--- src/sv/llad_pkg.sv ---
// ============================================================================
// llad_pkg: shared types and codes for the least-loaded affinity dispatcher
// Holds the transfer payload structs, the slot table entry layout, the
// configuration register indexes and the operation and strategy codes.
// ============================================================================
`default_nettype none

package llad_pkg;

  // Configuration port geometry and register indexes.
  localparam int CFG_IDX_W  = 1;
  localparam int CFG_DATA_W = 5;

  localparam logic [CFG_IDX_W-1:0] CFG_STRATEGY_MODE = 1'd0;
  localparam logic [CFG_IDX_W-1:0] CFG_WORKER_COUNT  = 1'd1;

  // Operation codes carried by an input item.
  localparam logic OP_LOAD   = 1'b0;
  localparam logic OP_ASSIGN = 1'b1;

  // Strategy codes. The unused code behaves as least loaded.
  localparam logic [1:0] MODE_ROUND_ROBIN = 2'd0;
  localparam logic [1:0] MODE_LEAST       = 2'd1;
  localparam logic [1:0] MODE_SPECIALIST  = 2'd2;

  localparam logic [15:0] LOAD_MAX = 16'hFFFF;

  typedef struct packed {
    logic        operation;
    logic [3:0]  slot_index;
    logic [15:0] worker_id;
    logic [15:0] initial_load;
    logic [3:0]  category_mask;
    logic [1:0]  task_category;
  } in_item_t;

  typedef struct packed {
    logic        assigned;
    logic [15:0] chosen_id;
    logic [3:0]  chosen_slot;
  } out_item_t;

  // One worker slot as it is stored in the table memory.
  typedef struct packed {
    logic [15:0] id;
    logic [15:0] load;
    logic [3:0]  mask;
  } slot_entry_t;

  // Status handed from the scan unit to the sequencer.
  typedef struct packed {
    logic        have_cat;
    logic [15:0] all_id;
    logic [15:0] cat_id;
  } scan_status_t;

endpackage

`default_nettype wire

--- src/sv/llad_table.sv ---
// ============================================================================
// llad_table: worker slot table
// Synchronous memory with one write port and one registered read port,
// holding id, load count and category mask for each worker slot.
// ============================================================================
`default_nettype none

module llad_table #(
  parameter int DEPTH = 16,
  parameter int AW    = 4
) (
  input  wire logic                  clk,
  input  wire logic                  wr_en,
  input  wire logic [AW-1:0]         wr_addr,
  input  wire llad_pkg::slot_entry_t wr_data,
  input  wire logic                  rd_en,
  input  wire logic [AW-1:0]         rd_addr,
  output llad_pkg::slot_entry_t      rd_data
);

  llad_pkg::slot_entry_t mem [DEPTH];

  always_ff @(posedge clk) begin
    if (wr_en) begin
      mem[wr_addr] <= wr_data;
    end
    if (rd_en) begin
      rd_data <= mem[rd_addr];
    end
  end

endmodule

`default_nettype wire

--- src/sv/llad_scan.sv ---
// ============================================================================
// llad_scan: least-loaded tracker
// Takes one slot per cycle and keeps the best slot overall and the best
// slot whose category mask holds the task category.
// ============================================================================
`default_nettype none

module llad_scan #(
  parameter int AW = 4
) (
  input  wire logic                  clk,
  input  wire logic                  rst,
  input  wire logic                  clear,
  input  wire logic                  sample,
  input  wire logic [AW-1:0]         slot,
  input  wire llad_pkg::slot_entry_t entry,
  input  wire logic [1:0]            category,
  output llad_pkg::scan_status_t     status,
  output logic [AW-1:0]              all_slot,
  output logic [AW-1:0]              cat_slot
);

  logic        have_all;
  logic        have_cat;
  logic [15:0] all_load;
  logic [15:0] all_id;
  logic [15:0] cat_load;
  logic [15:0] cat_id;
  logic        beats_all;
  logic        beats_cat;
  logic        in_cat;

  // Lower load wins; on equal load the lower id wins. Slots arrive in
  // ascending order, so a strict compare leaves ties with the lower slot.
  assign beats_all = !have_all || (entry.load < all_load) ||
                     ((entry.load == all_load) && (entry.id < all_id));
  assign beats_cat = !have_cat || (entry.load < cat_load) ||
                     ((entry.load == cat_load) && (entry.id < cat_id));
  assign in_cat    = entry.mask[category];

  always_ff @(posedge clk) begin
    if (rst || clear) begin
      have_all <= 1'b0;
      have_cat <= 1'b0;
    end else if (sample) begin
      if (beats_all) begin
        have_all <= 1'b1;
        all_load <= entry.load;
        all_id   <= entry.id;
        all_slot <= slot;
      end
      if (in_cat && beats_cat) begin
        have_cat <= 1'b1;
        cat_load <= entry.load;
        cat_id   <= entry.id;
        cat_slot <= slot;
      end
    end
  end

  assign status = {have_cat, all_id, cat_id};

endmodule

`default_nettype wire

--- src/sv/least_loaded_affinity_dispatcher_unit.sv ---
// ============================================================================
// least_loaded_affinity_dispatcher_unit: task dispatcher over worker slots
// Keeps a table of worker slots and picks a worker for each task by round
// robin, least load, or least load among category specialists.
// ============================================================================
//
//   Port group     Dir   Handshake             Carries
//   in_*           in    in_valid / in_stall   llad_pkg::in_item_t
//   out_*          out   out_valid / out_stall llad_pkg::out_item_t
//   cfg_*          in    cfg_valid / cfg_ready register index and data
//
// A load transfer, or an assign with no workers, goes from idle straight to the
// done state. An assign under a least-loaded strategy makes one table read per
// slot to find the winner, then a second pass of reads to find the first slot
// holding the winning id and bump its load, all through the single read port of
// the table. Round robin first brings the rotate pointer back below the worker
// count, one subtraction at a time, then reads the picked slot and searches for
// the first slot holding its id to bump its load.
// Reset is synchronous and clears the strategy, worker count, rotate pointer
// and all handshake state; the table itself holds no reset value.
// The result sits in an output register, so a new item is taken while a
// stalled result still waits; a finished item waits for that register.
//
`default_nettype none

module least_loaded_affinity_dispatcher_unit #(
  parameter int MAX_WORKERS = 16
) (
  input  wire logic                            clk,
  input  wire logic                            rst,
  input  wire logic                            in_valid,
  output logic                                 in_stall,
  input  wire llad_pkg::in_item_t              in_data,
  output logic                                 out_valid,
  input  wire logic                            out_stall,
  output llad_pkg::out_item_t                  out_data,
  input  wire logic                            cfg_valid,
  output logic                                 cfg_ready,
  input  wire logic [llad_pkg::CFG_IDX_W-1:0]  cfg_index,
  input  wire logic [llad_pkg::CFG_DATA_W-1:0] cfg_data
);

  // Slot address width and the width of a count that can hold the depth.
  localparam int AW = (MAX_WORKERS > 1) ? $clog2(MAX_WORKERS) : 1;
  localparam int CW = $clog2(MAX_WORKERS + 1);

  // Sequencer states.
  typedef enum logic [5:0] {
    S_IDLE  = 6'b000001,
    S_WRAP  = 6'b000010,
    S_RD    = 6'b000100,
    S_SCAN  = 6'b001000,
    S_MATCH = 6'b010000,
    S_DONE  = 6'b100000
  } state_t;

  state_t state;

  // Configuration registers.
  logic [1:0] mode;
  logic [4:0] wcount;

  // Working registers of one item.
  logic [AW-1:0]       rotate_ptr;
  logic [CW-1:0]       n_act;
  logic [1:0]          cat;
  logic [CW-1:0]       iss;
  logic                pend;
  logic [AW-1:0]       pend_slot;
  logic [AW-1:0]       pick_slot;
  logic [15:0]         pick_id;
  llad_pkg::out_item_t res;

  // Table and scan unit connections.
  logic                   mem_wr_en;
  logic [AW-1:0]          mem_wr_addr;
  llad_pkg::slot_entry_t  mem_wr_data;
  logic                   mem_rd_en;
  logic [AW-1:0]          mem_rd_addr;
  llad_pkg::slot_entry_t  mem_rd_data;
  llad_pkg::scan_status_t scan_st;
  logic [AW-1:0]          scan_all_slot;
  logic [AW-1:0]          scan_cat_slot;

  logic          in_fire;
  logic [CW-1:0] n_calc;
  logic          slot_ok;
  logic          more_to_issue;
  logic          match_hit;
  logic          ptr_wraps;
  logic [CW-1:0] ptr_inc;
  logic          use_cat;

  // Only one item is in flight; the input side opens whenever the
  // sequencer is idle, even while the output register is still full.
  assign in_stall  = (state != S_IDLE);
  assign in_fire   = in_valid && !in_stall;
  assign cfg_ready = 1'b1;

  // A worker count above the table depth acts as the full table.
  assign n_calc  = (int'(wcount) > MAX_WORKERS) ? CW'(MAX_WORKERS) : CW'(wcount);
  assign slot_ok = (int'(in_data.slot_index) < MAX_WORKERS);

  assign more_to_issue = (iss < n_act);
  assign match_hit     = (state == S_MATCH) && pend && (mem_rd_data.id == pick_id);
  assign ptr_wraps     = (CW'(rotate_ptr) >= n_act);
  assign ptr_inc       = CW'(rotate_ptr) + CW'(1);
  assign use_cat       = (mode == llad_pkg::MODE_SPECIALIST) && scan_st.have_cat;

  // Table port steering. Loads write in the cycle of their transfer; the
  // load bump writes back the entry whose read data is on hand, so no read
  // of that entry is ever outstanding at the same time.
  always_comb begin
    mem_wr_en        = 1'b0;
    mem_wr_addr      = AW'(in_data.slot_index);
    mem_wr_data.id   = in_data.worker_id;
    mem_wr_data.load = in_data.initial_load;
    mem_wr_data.mask = in_data.category_mask;
    mem_rd_en        = 1'b0;
    mem_rd_addr      = iss[AW-1:0];
    unique case (state)
      S_IDLE: begin
        mem_wr_en = in_fire && (in_data.operation == llad_pkg::OP_LOAD) && slot_ok;
      end
      S_WRAP: begin
        mem_rd_en   = !ptr_wraps;
        mem_rd_addr = rotate_ptr;
      end
      S_SCAN: begin
        mem_rd_en = more_to_issue;
      end
      S_MATCH: begin
        mem_rd_en        = more_to_issue && !match_hit;
        mem_wr_en        = match_hit;
        mem_wr_addr      = pend_slot;
        mem_wr_data      = mem_rd_data;
        mem_wr_data.load = (mem_rd_data.load == llad_pkg::LOAD_MAX) ?
                           mem_rd_data.load : mem_rd_data.load + 16'd1;
      end
      S_RD, S_DONE: begin
      end
      default: begin
      end
    endcase
  end

  llad_table #(
    .DEPTH (MAX_WORKERS),
    .AW    (AW)
  ) u_table (
    .clk     (clk),
    .wr_en   (mem_wr_en),
    .wr_addr (mem_wr_addr),
    .wr_data (mem_wr_data),
    .rd_en   (mem_rd_en),
    .rd_addr (mem_rd_addr),
    .rd_data (mem_rd_data)
  );

  llad_scan #(
    .AW (AW)
  ) u_scan (
    .clk      (clk),
    .rst      (rst),
    .clear    (in_fire),
    .sample   ((state == S_SCAN) && pend),
    .slot     (pend_slot),
    .entry    (mem_rd_data),
    .category (cat),
    .status   (scan_st),
    .all_slot (scan_all_slot),
    .cat_slot (scan_cat_slot)
  );

  // The user must send configuration writes only while the block is idle; the block itself does not enforce it.
  always_ff @(posedge clk) begin
    if (rst) begin
      mode   <= llad_pkg::MODE_ROUND_ROBIN;
      wcount <= '0;
    end else if (cfg_valid && cfg_ready) begin
      case (cfg_index)
        llad_pkg::CFG_STRATEGY_MODE: mode   <= cfg_data[1:0];
        llad_pkg::CFG_WORKER_COUNT:  wcount <= cfg_data;
        default: begin
        end
      endcase
    end
  end

  // Sequencer. In both scan states one read is issued per cycle and its data comes
  // back from the registered read port in the next cycle, tracked by pend and pend_slot.
  always_ff @(posedge clk) begin
    if (rst) begin
      state      <= S_IDLE;
      rotate_ptr <= '0;
      pend       <= 1'b0;
      out_valid  <= 1'b0;
    end else begin
      // In S_DONE the output register either takes the new result or still
      // holds a stalled one, so it is valid after the edge either way.
      if (state == S_DONE) begin
        out_valid <= 1'b1;
      end else if (out_valid && !out_stall) begin
        out_valid <= 1'b0;
      end
      unique case (state)
        S_IDLE: begin
          if (in_fire) begin
            cat   <= in_data.task_category;
            n_act <= n_calc;
            iss   <= '0;
            pend  <= 1'b0;
            res   <= '0;
            if (in_data.operation == llad_pkg::OP_LOAD || n_calc == '0) begin
              state <= S_DONE;
            end else if (mode == llad_pkg::MODE_ROUND_ROBIN) begin
              state <= S_WRAP;
            end else begin
              state <= S_SCAN;
            end
          end
        end
        S_WRAP: begin
          // Reduce the pointer below the worker count one subtraction at a
          // time, then read the picked slot and advance the pointer.
          if (ptr_wraps) begin
            rotate_ptr <= rotate_ptr - AW'(n_act);
          end else begin
            pick_slot  <= rotate_ptr;
            rotate_ptr <= (ptr_inc == n_act) ? '0 : AW'(ptr_inc);
            state      <= S_RD;
          end
        end
        S_RD: begin
          pick_id <= mem_rd_data.id;
          iss     <= '0;
          pend    <= 1'b0;
          state   <= S_MATCH;
        end
        S_SCAN: begin
          if (more_to_issue) begin
            iss       <= iss + CW'(1);
            pend      <= 1'b1;
            pend_slot <= iss[AW-1:0];
          end else begin
            pend <= 1'b0;
          end
          if (!more_to_issue && !pend) begin
            pick_slot <= use_cat ? scan_cat_slot : scan_all_slot;
            pick_id   <= use_cat ? scan_st.cat_id : scan_st.all_id;
            iss       <= '0;
            state     <= S_MATCH;
          end
        end
        S_MATCH: begin
          if (more_to_issue && !match_hit) begin
            iss       <= iss + CW'(1);
            pend      <= 1'b1;
            pend_slot <= iss[AW-1:0];
          end else begin
            pend <= 1'b0;
          end
          if (match_hit || (!more_to_issue && !pend)) begin
            res.assigned    <= 1'b1;
            res.chosen_id   <= pick_id;
            res.chosen_slot <= 4'(pick_slot);
            state           <= S_DONE;
          end
        end
        S_DONE: begin
          if (!out_valid || !out_stall) begin
            out_data <= res;
            state    <= S_IDLE;
          end
        end
        default: begin
          state <= S_IDLE;
        end
      endcase
    end
  end

endmodule

`default_nettype wire

--- config.mk ---
export PLATFORM = sky130hd
export DESIGN_NAME = least_loaded_affinity_dispatcher_unit
export DESIGN_NICKNAME = d
export VERILOG_FILES = /design/src/sv/llad_pkg.sv /design/src/sv/llad_table.sv /design/src/sv/llad_scan.sv /design/src/sv/least_loaded_affinity_dispatcher_unit.sv
export SDC_FILE = /design/constraint.sdc
export NUM_CORES = 1
export LEC_CHECK = 0
export BUFFER_PORTS_ARGS = -buffer_cell sky130_fd_sc_hd__buf_2
export CAP_MARGIN = 15
export CORE_MARGIN = 2
export CORE_UTILIZATION = 67
export DETAILED_ROUTE_END_ITERATION = 8
export PLACE_DENSITY = 0.84
export SKIP_CTS_REPAIR_TIMING = 1
export SLEW_MARGIN = 20
export SYNTH_ARGS = -nofsm -noshare
export SYNTH_HDL_FRONTEND = slang
export SYNTH_HIERARCHICAL = 1
export SYNTH_SLANG_ARGS = --single-unit
--- constraint.sdc ---
create_clock -name clk -period 13.6 [get_ports clk]
set_input_delay 2.72 -clock clk [delete_from_list [all_inputs] [get_ports clk]]
set_output_delay 2.72 -clock clk [all_outputs]
set_load 0.02 [all_outputs]
# Word-level counts from Yosys, hierarchy flattened
# Memories as Yosys holds them, arrays and structs flattened. A register that Yosys moved wholly into a read port is not among the register bits.
# Cells that the tools add are included.
# classes
n_addsub	4
order_cmp	8
n_eq_ne	21
muxes	45
bitwise_logic	4
n_reduce_logical	52
# op_table
cell	count
$lt A16 B16 Y1	4
$eq A16 B16 Y1	3
$mux W16	3
$mux W21	2
$pmux W21 S2	1
$mux W4	10
$mux W36	1
$mux W6	6
$pmux W6 S6	1
$pmux W16 S2	1
$mux W5	5
$pmux W5 S4	1
$add A16 B1 Y16 const B	1
$eq A16 B16 Y1 const B	1
$pmux W4 S2	2
$reduce_and A3 Y1	5
$logic_and A1 B1 Y1	12
$reduce_and A4 Y1	3
$reduce_and A2 Y1	5
$reduce_and A5 Y1	2
$reduce_bool A2 Y1	5
$logic_not A1 Y1	9
$logic_or A1 B1 Y1	8
$mux W1	8
27 further kinds	35
# word_totals
register_bits	171
ram_bits	576
inputBits	54
out_inout_bits	24
elab_cells	161
mem_count	1
# memory_table
memory	words	width	rd	rd_ports_with_merged_regs	write_ports	line	rtl
u_table.mem	16	36	1	1	1	llad_table.sv:21	llad_pkg::slot_entry_t mem [DEPTH];

# Depth between registers and ports, before layout
# Gate-level depths: netlist of run 1.
# depth
depth_word	7
depth_mapped	11

# Hierarchy
# Netlist of run 1, hierarchy kept.
# by_module_without_submodules
module	instances	cells_each	area_each_um2	seq_area_each_um2
llad_table	1	938	22679.3	18377.6
least_loaded_affinity_dispatcher_unit	1	569	5437.7	2722.6
llad_scan	1	303	3817.4	2202.1

# Least setup slack after synthesis of run 1
# Ideal clock, no wire load.
# synth_path
kind	input-to-reg
from	input port in_valid
to	memory u_table/mem[0][0] (netlist bit), enable pin
setup_time_ps	474
arrival_ps	6200
required_time_ps	13126
path_slack_ps	6926
path_stages	4
n_path_buf	0
cell_sequence	nand4_1 > o21ai_0 > or3b_2 > nor3_1
# synth_via
elab_chain_cells	5
# synth_rtl
element	line	rtl
start, declared	least_loaded_affinity_dispatcher_unit.sv:31	input wire logic in_valid,
$logic_and A1 B1 Y1	least_loaded_affinity_dispatcher_unit.sv:97	assign in_fire = in_valid && !in_stall;
$logic_and A1 B1 Y1	least_loaded_affinity_dispatcher_unit.sv:123	mem_wr_en = in_fire && (in_data.operation == llad_pkg::OP_LOAD) && slot_ok;
$pmux W1 S2	least_loaded_affinity_dispatcher_unit.sv:121	unique case (state)
via mem_wr_en	least_loaded_affinity_dispatcher_unit.sv:75	logic mem_wr_en;
$mux W1	llad_table.sv:24	if (wr_en) begin
$mux W1 (not written as such)	llad_table.sv:25	mem[wr_addr] <= wr_data;
end, declared	llad_table.sv:21	
# The timed path passes the listed nets, and every way through them passes these cells.

# Worst setup path in the final report of run 1
# layout_path
from	input port in_valid
to	memory u_table/mem[14][7] (netlist bit), enable pin
# The elaborated chain is that of the path after synthesis.

==> results of run 1 <==
[final timing paths]
kind,start,endpoint
max,in_valid,u_table/mem[14][7]
min,res[8],out_data[8]
max reg2reg,state[1],u_table/mem[14][7]
min reg2reg,res[8],out_data[8]
[per-stage QoR]
stage / instances / instance area (sq um)
floorplan: 1810 / 31930
global placement: 2471 / 33270
detailed placement: 2471 / 33280
CTS: 2608 / 35630
global route: 2612 / 35740
finish: 2612 / 35740
[flip-flops by register name, indices dropped and copies added, names as in the netlist, 5 cells and up]
register	cells
iss	5
n_act	5
out_data	21
pick_id	16
res	21
state	6
u_scan/all_id	16
u_scan/all_load	16
u_scan/cat_id	16
u_scan/cat_load	16
u_table/mem	576
u_table/rd_data	36
wcount	5
[cell usage in the layout, fill, tap and decap left out, types with 5 or more instances in the layout]
cell type	netlist	final
buf_4	2	44
and2_1	21	20
o21ai_0	49	43
nor2_4	2	15
mux2i_1	25	25
nand3_1	31	31
dfxtp_1	21	21
nand3b_1	7	7
clkbuf_1	42	16
mux4_2	145	145
xor2_1	15	15
edfxtp_1	762	762
inv_1	75	75
a21o_1	8	8
o21ai_1	10	11
a211oi_1	6	6
xnor2_1	19	19
clkinv_1	0	21
nor2_1	51	38
nand2b_1	10	10
clkbuf_16	0	80
o21a_1	5	5
nand4_1	20	20
ha_1	73	73
clkinv_2	0	12
nor2b_1	16	14
nand2_1	177	177
nor3_1	14	9
a21oi_1	40	40
buf_2	18	76
a22oi_1	73	73
[cell type report]
cell class	instances	area [sq um]
inverters	76	285.3
well taps	615	769.5
clock buffers	96	2062
clock inverters	41	289.0
multi-input cells	876	8195
fillers	2476	11610
repair buffers	125	833.3
flip-flops and latches	783	23300
[cell families after synthesis]
kind of cell | Yosys count | share of synthesized area, %
muxes | 170 | 11.01
AOI/OAI and AO/OA | 219 | 4.420
xor gates and xnor gates | 34 | 0.9325
DFF | 783 | 72.97
other | 1 | 0.01174
and+or+nand+nor | 378 | 5.701
adders and majority gates | 74 | 2.923
buffers and inverters | 151 | 2.033
[power by group through the flow]
stage / Combinational, mW / Clock (mW) / Sequential (mW)
after floorplan: 0.228 / 0 / 2.75
after global placement: 0.311 / 0 / 2.75
after detailed placement: 0.327 / 0 / 2.75
after CTS: 0.336 / 2.04 / 2.70
final: 0.343 / 2.02 / 2.70
after global routing: 0.367 / 2.11 / 2.71
[routing by layer]
metal | global-route usage (%) | up-vias | wire length (um)
met2 | 52.65 | 1162 | 38660
met5 | 0 | - | 0
li1 | - | 7401 | -
met4 | 13.60 | 0 | 3225
met1 | 39.45 | 9078 | 26030
met3 | 6.916 | 254 | 7369
==> run_results.csv, run 1 <==
group,metric,value,unit
timing,fin_skew,0.02998,ns
clock_tree,clkSlewWorstSetupHoldPaths,0.06,ns
critical_path,end_kind,"flop",
timing,setup_slack,8.472,ns
grt,grt_pass1_vias,18641,
synthesis,synth_area,0.03193,sq mm
synthesis,yosysMostFrequentCell,"edfxtp_1",
synthesis,yosysSeqAreaShare,72.97,%
floorplanning,num_rows,80,
pwr,irDropWorstVdd,0.0001344,V
grt,grt_use_total,31.20,%
critical_path,crit_required,13.84,ns
pwr,leakage,12.27,nW
critical_path,r2r_cells,10,
pwr,fin_total_pwr,5.064,mW
synthesis,ys.flop_type,"edfxtp_1",
floorplanning,start_util,67.45,%
pwr,p_seq_share,53.4,%
critical_path,critPathKind,"input pin to flop",
critical_path,arrival,5.37,ns
detailed_routing,routed_wl,75290,um
timing,relSlewSlack,22.81,%
clock_tree,cts_buffer_depth,3,
pwr,p_int,3.953,mW
floorplanning,die_h,222.3,um
critical_path,cp.depth,6,
layout,nNetsFinal,2066,
critical_path,regToRegSetupSlack,8.90,ns
timing,setup-violations-final,0,
status,status,"complete, no violations",
detailed_routing,drt_first_pass_iters,6,
clock_tree,htreeDepth,3,
timing,tns,0,ns
timing,slew_viol_final,0,
timing,hold_ws,0.4188,ns
placement,gp_congestion,0.8448,
clock_tree,cts.sinks,783,
timing,finalCriticalPeriod,5.128,ns
placement,dpl.hpwl,41180,um
grt,grt_pass1_wl,113100,um
timing,tightest_slew,1.158,ns
critical_path,crit_slowest_cell,"o21ai_0",
clock_tree,worst_skew_pair.late_latency,0.62,ns
floorplanning,coreArea,0.04735,sq mm
layout,area_growth,11.91,%
floorplanning,ioPinCount,78,
floorplanning,die_w,222.3,um
pwr,swShare,21.95,%
synthesis,ys_ff_latch,783,
synthesis,yosysTopAreaCellShare,71.65,%
layout,layout-drive-gt1-share,20.78,%
detailed_routing,drc,0,
grt,antenna_found_initial,0,
detailed_routing,via_per_inst,6.851,
detailed_routing,route.detailed.wl_per_inst,28.82,um
clock_tree,cts-buffers-inserted,76,
floorplanning,die-area,0.04943,sq mm
synthesis,avgSynthCellArea,17.64,sq um
synthesis,synth.cells.most_frequent,"edfxtp_1 (762), nand2_1 (177), mux4_2 (145)",
run,max-cap-violations,0,
timing,min_period_over_period,37.70,%
clock_tree,cts_tree,"built",
clock_tree,root_buffer,"clkbuf_16",
placement,place_worst_setup_slack,7.986,ns
layout,utilization,75.48,%
critical_path,max_stage_delay,0.71,ns
min_path,min_path_cells,0,
synthesis,ys_warn_count,6,
synthesis,yosys.area.top_type,"edfxtp_1",
detailed_routing,drt_iter0_drc,2248,
timing,hold_viol,0,
critical_path,cp.buffers_inverters,2,
synthesis,async_flop_share,0,%
synthesis,yosys-top-cells-area,"edfxtp_1 (72%), mux4_2 (10%), ha_1 (2.9%)",
grt,gr-total-overflow,0,
detailed_routing,ant_nets,0,
critical_path,cp_max_fo,26,
min_path,hp-class,"flop to flop",
critical_path,crit_chain,"buf_2, nand4_1, o21ai_0, nand3_1, nor2_4, buf_4",
grt,grt_max_degree,100,
synthesis,synth_cell_types,65,
synthesis,syn_inst,1810,
layout,diodes,0,
pwr,power_frac_comb,6.8,%
detailed_routing,num_vias,17895,
timing,timing.fmax,195.0,MHz
synthesis,synth_enable_flop_cells,762,
timing,rsz0062_at_grt,"no",
pwr,clkPwrFrac,39.8,%
placement,portBuffers,76,
critical_path,start_kind,"input pin",
pwr,power_density,141.7,mW/mm^2
pwr,power.switching,1.111,mW
critical_path,cp_top_family,"simple AND/OR/NAND/NOR gates",
synthesis,syn_nets,1938,
Note: power is estimated with default switching activity, not from simulation.
==> run 2: changes to the inputs <==
Settings changed: CORE_UTILIZATION 67 to 62, PLACE_DENSITY 0.84 to 0.78.
Clock period 13.6 ns to 5.2 ns, I/O delays scaled along.
==> run_results.csv, run 2 (synthesis results as in run 1) <==
group,metric,value,unit
pwr,swShare,21.44,%
clock_tree,worst_skew_pair.late_latency,0.60,ns
detailed_routing,routed_wl,74190,um
timing,relSlewSlack,30.96,%
layout,diodes,0,
floorplanning,die_h,231.0,um
status,status,"complete, no violations",
critical_path,r2r_cells,10,
timing,setup-violations-final,0,
critical_path,max_stage_delay,0.61,ns
layout,final_common_cell,"edfxtp_1",
detailed_routing,drt_iter0_drc,1917,
floorplanning,ioPinCount,78,
pwr,p_seq_share,53.2,%
grt,grt_pass1_wl,110500,um
floorplanning,num_rows,83,
layout,layout-drive-gt1-share,20.81,%
layout,fin_cells,2674,
floorplanning,die-area,0.05334,sq mm
critical_path,end_kind,"flop",
floorplanning,start_util,62.50,%
detailed_routing,route.detailed.wl_per_inst,27.74,um
placement,portBuffers,76,
layout,nNetsFinal,2066,
floorplanning,coreArea,0.05109,sq mm
clock_tree,cts_tree,"built",
pwr,power.switching,2.849,mW
critical_path,cp-startpoint,"state[1]",
floorplanning,die_w,231.0,um
critical_path,r2r_start,"state[1]",
detailed_routing,ant_nets,0,
timing,fin_skew,0.01774,ns
timing,slew_viol_final,0,
grt,gr-total-overflow,0,
layout,area_growth,12.12,%
timing,hold_viol,0,
min_path,hp-class,"flop to flop",
grt,grt_max_degree,145,
grt,grt_use_total,28.71,%
timing,hold_ws,0.4219,ns
critical_path,crit_required,5.44,ns
timing,finalCriticalPeriod,4.111,ns
critical_path,cp.depth,10,
detailed_routing,num_vias,17225,
clock_tree,clkSlewWorstSetupHoldPaths,0.06,ns
layout,top_regs,"u_table/mem x576, u_table/rd_data x36",
clock_tree,cts-buffers-inserted,76,
critical_path,cp_max_fo,42,
critical_path,cp.buffers_inverters,1,
critical_path,crit_slowest_cell,"or4_1",
critical_path,cp_top_family,"simple AND/OR/NAND/NOR gates",
pwr,clkPwrFrac,40.0,%
layout,top_register,"u_table/mem",
detailed_routing,drc,0,
timing,tightest_slew,1.029,ns
timing,timing.fmax,243.3,MHz
timing,min_period_over_period,79.05,%
layout,largest_reg_flops,576,
placement,post-place-cells,2540,
pwr,leakage,12.26,nW
critical_path,start_kind,"flop",
clock_tree,cts.sinks,783,
grt,antenna_found_initial,1,
placement,dpl.hpwl,41280,um
pwr,power_density,371.0,mW/mm^2
detailed_routing,via_per_inst,6.442,
min_path,hold_start,"res[16]",
timing,rsz0062_at_grt,"no",
critical_path,arrival,4.35,ns
min_path,min_path_cells,0,
critical_path,crit_chain,"or4_1, or2_2, nor2_1, or3b_4, nor2_1, o2111ai_1, o22ai_1, a31oi_1, nand2_1, buf_4",
critical_path,critPathKind,"flop to flop",
layout,layout_common_cells,"edfxtp_1 (762), nand2_1 (177), mux4_2 (145)",
clock_tree,htreeDepth,3,
clock_tree,cts_buffer_depth,3,
pwr,irDropWorstVdd,0.0003565,V
detailed_routing,drt_first_pass_iters,5,
pwr,power_frac_comb,6.8,%
timing,tns,0,ns
placement,gp_congestion,0.8510,
grt,grt_pass1_vias,17641,
pwr,p_int,10.44,mW
clock_tree,root_buffer,"clkbuf_16",
run,max-cap-violations,0,
critical_path,crit_path_frequent_cell,"nor2_1",
==> run 2: changes by cell type in the layout (fill, tap and decap cells not counted), moves of 2 or more <==
| cell | previous run | this run |
|---|---|---|
| buf_16 | 3 | 0 |
| clkinv_1 | 21 | 19 |
| o21ai_1 | 11 | 15 |
| bufinv_16 | 3 | 6 |
| o21ai_0 | 43 | 40 |
| buf_12 | 2 | 5 |
==> run 2: layout make-up <==
cell class / instances / area (sq um)
Clock inverter: 40 / 335.3
Fill cell: 3124 / 15290
Tap cell: 680 / 850.8
Multi-Input combinational cell: 876 / 8188
Inverter: 76 / 285.3
Clock buffer: 94 / 2033
Sequential cell: 783 / 23300
Timing Repair Buffer: 125 / 810.8
==> run 2: final timing paths <==
| path | to | slack, ns |
|---|---|---|
| worst max register to register | u_scan/all_load[5] | 1.09 |
| worst min-delay path | out_data[16] | 0.42 |
| worst min register to register | out_data[16] | 0.42 |
| worst max-delay path | u_scan/all_load[5] | 1.09 |
==> run 2: worst register-to-register path: stages, from the launching register on <==
cell       delay [ns]
dfxtp_1          0.38
or4_1            0.61
or2_2            0.61
nor2_1           0.37
or3b_4           0.46
nor2_1           0.13
o2111ai_1        0.17
o22ai_1          0.17
a31oi_1          0.07
nand2_1          0.32
buf_4            0.45
==> run 2: metrics by stage <==
stage | cell area [sq um] | power [mW] | worst slack [ns] | util [%]
floorplan | 31930 | 7.796 | 0.06040 | -
global placement | 33430 | 8.060 | 1.019 | 65.43
detailed placement | 33430 | 8.090 | 1.154 | 65.43
CTS | 35800 | 13.34 | 1.147 | 70.07
global route | 35810 | 13.65 | 0.8901 | 70.08
finish | 35810 | 13.28 | 1.089 | 70.08
==> run 2: layer usage <==
metal / vias up / global-route usage (%) / routed length [um]
met1: 8711 / 37.60 / 27470
met5: - / 0 / 13
met3: 188 / 6.287 / 7110
li1: 7391 / - / -
met2: 933 / 47.58 / 36890
met4: 2 / 11.15 / 2699
==> run 2: power groups by stage <==
stage / Sequential, mW / Combinational [mW] / Clock [mW]
2_1_floorplan: 7.20 / 0.597 / 0
3_3_place_gp: 7.19 / 0.865 / 0
3_5_place_dp: 7.20 / 0.886 / 0
4_1_cts: 7.07 / 0.898 / 5.37
5_1_grt: 7.08 / 0.967 / 5.60
6_report: 7.07 / 0.903 / 5.31
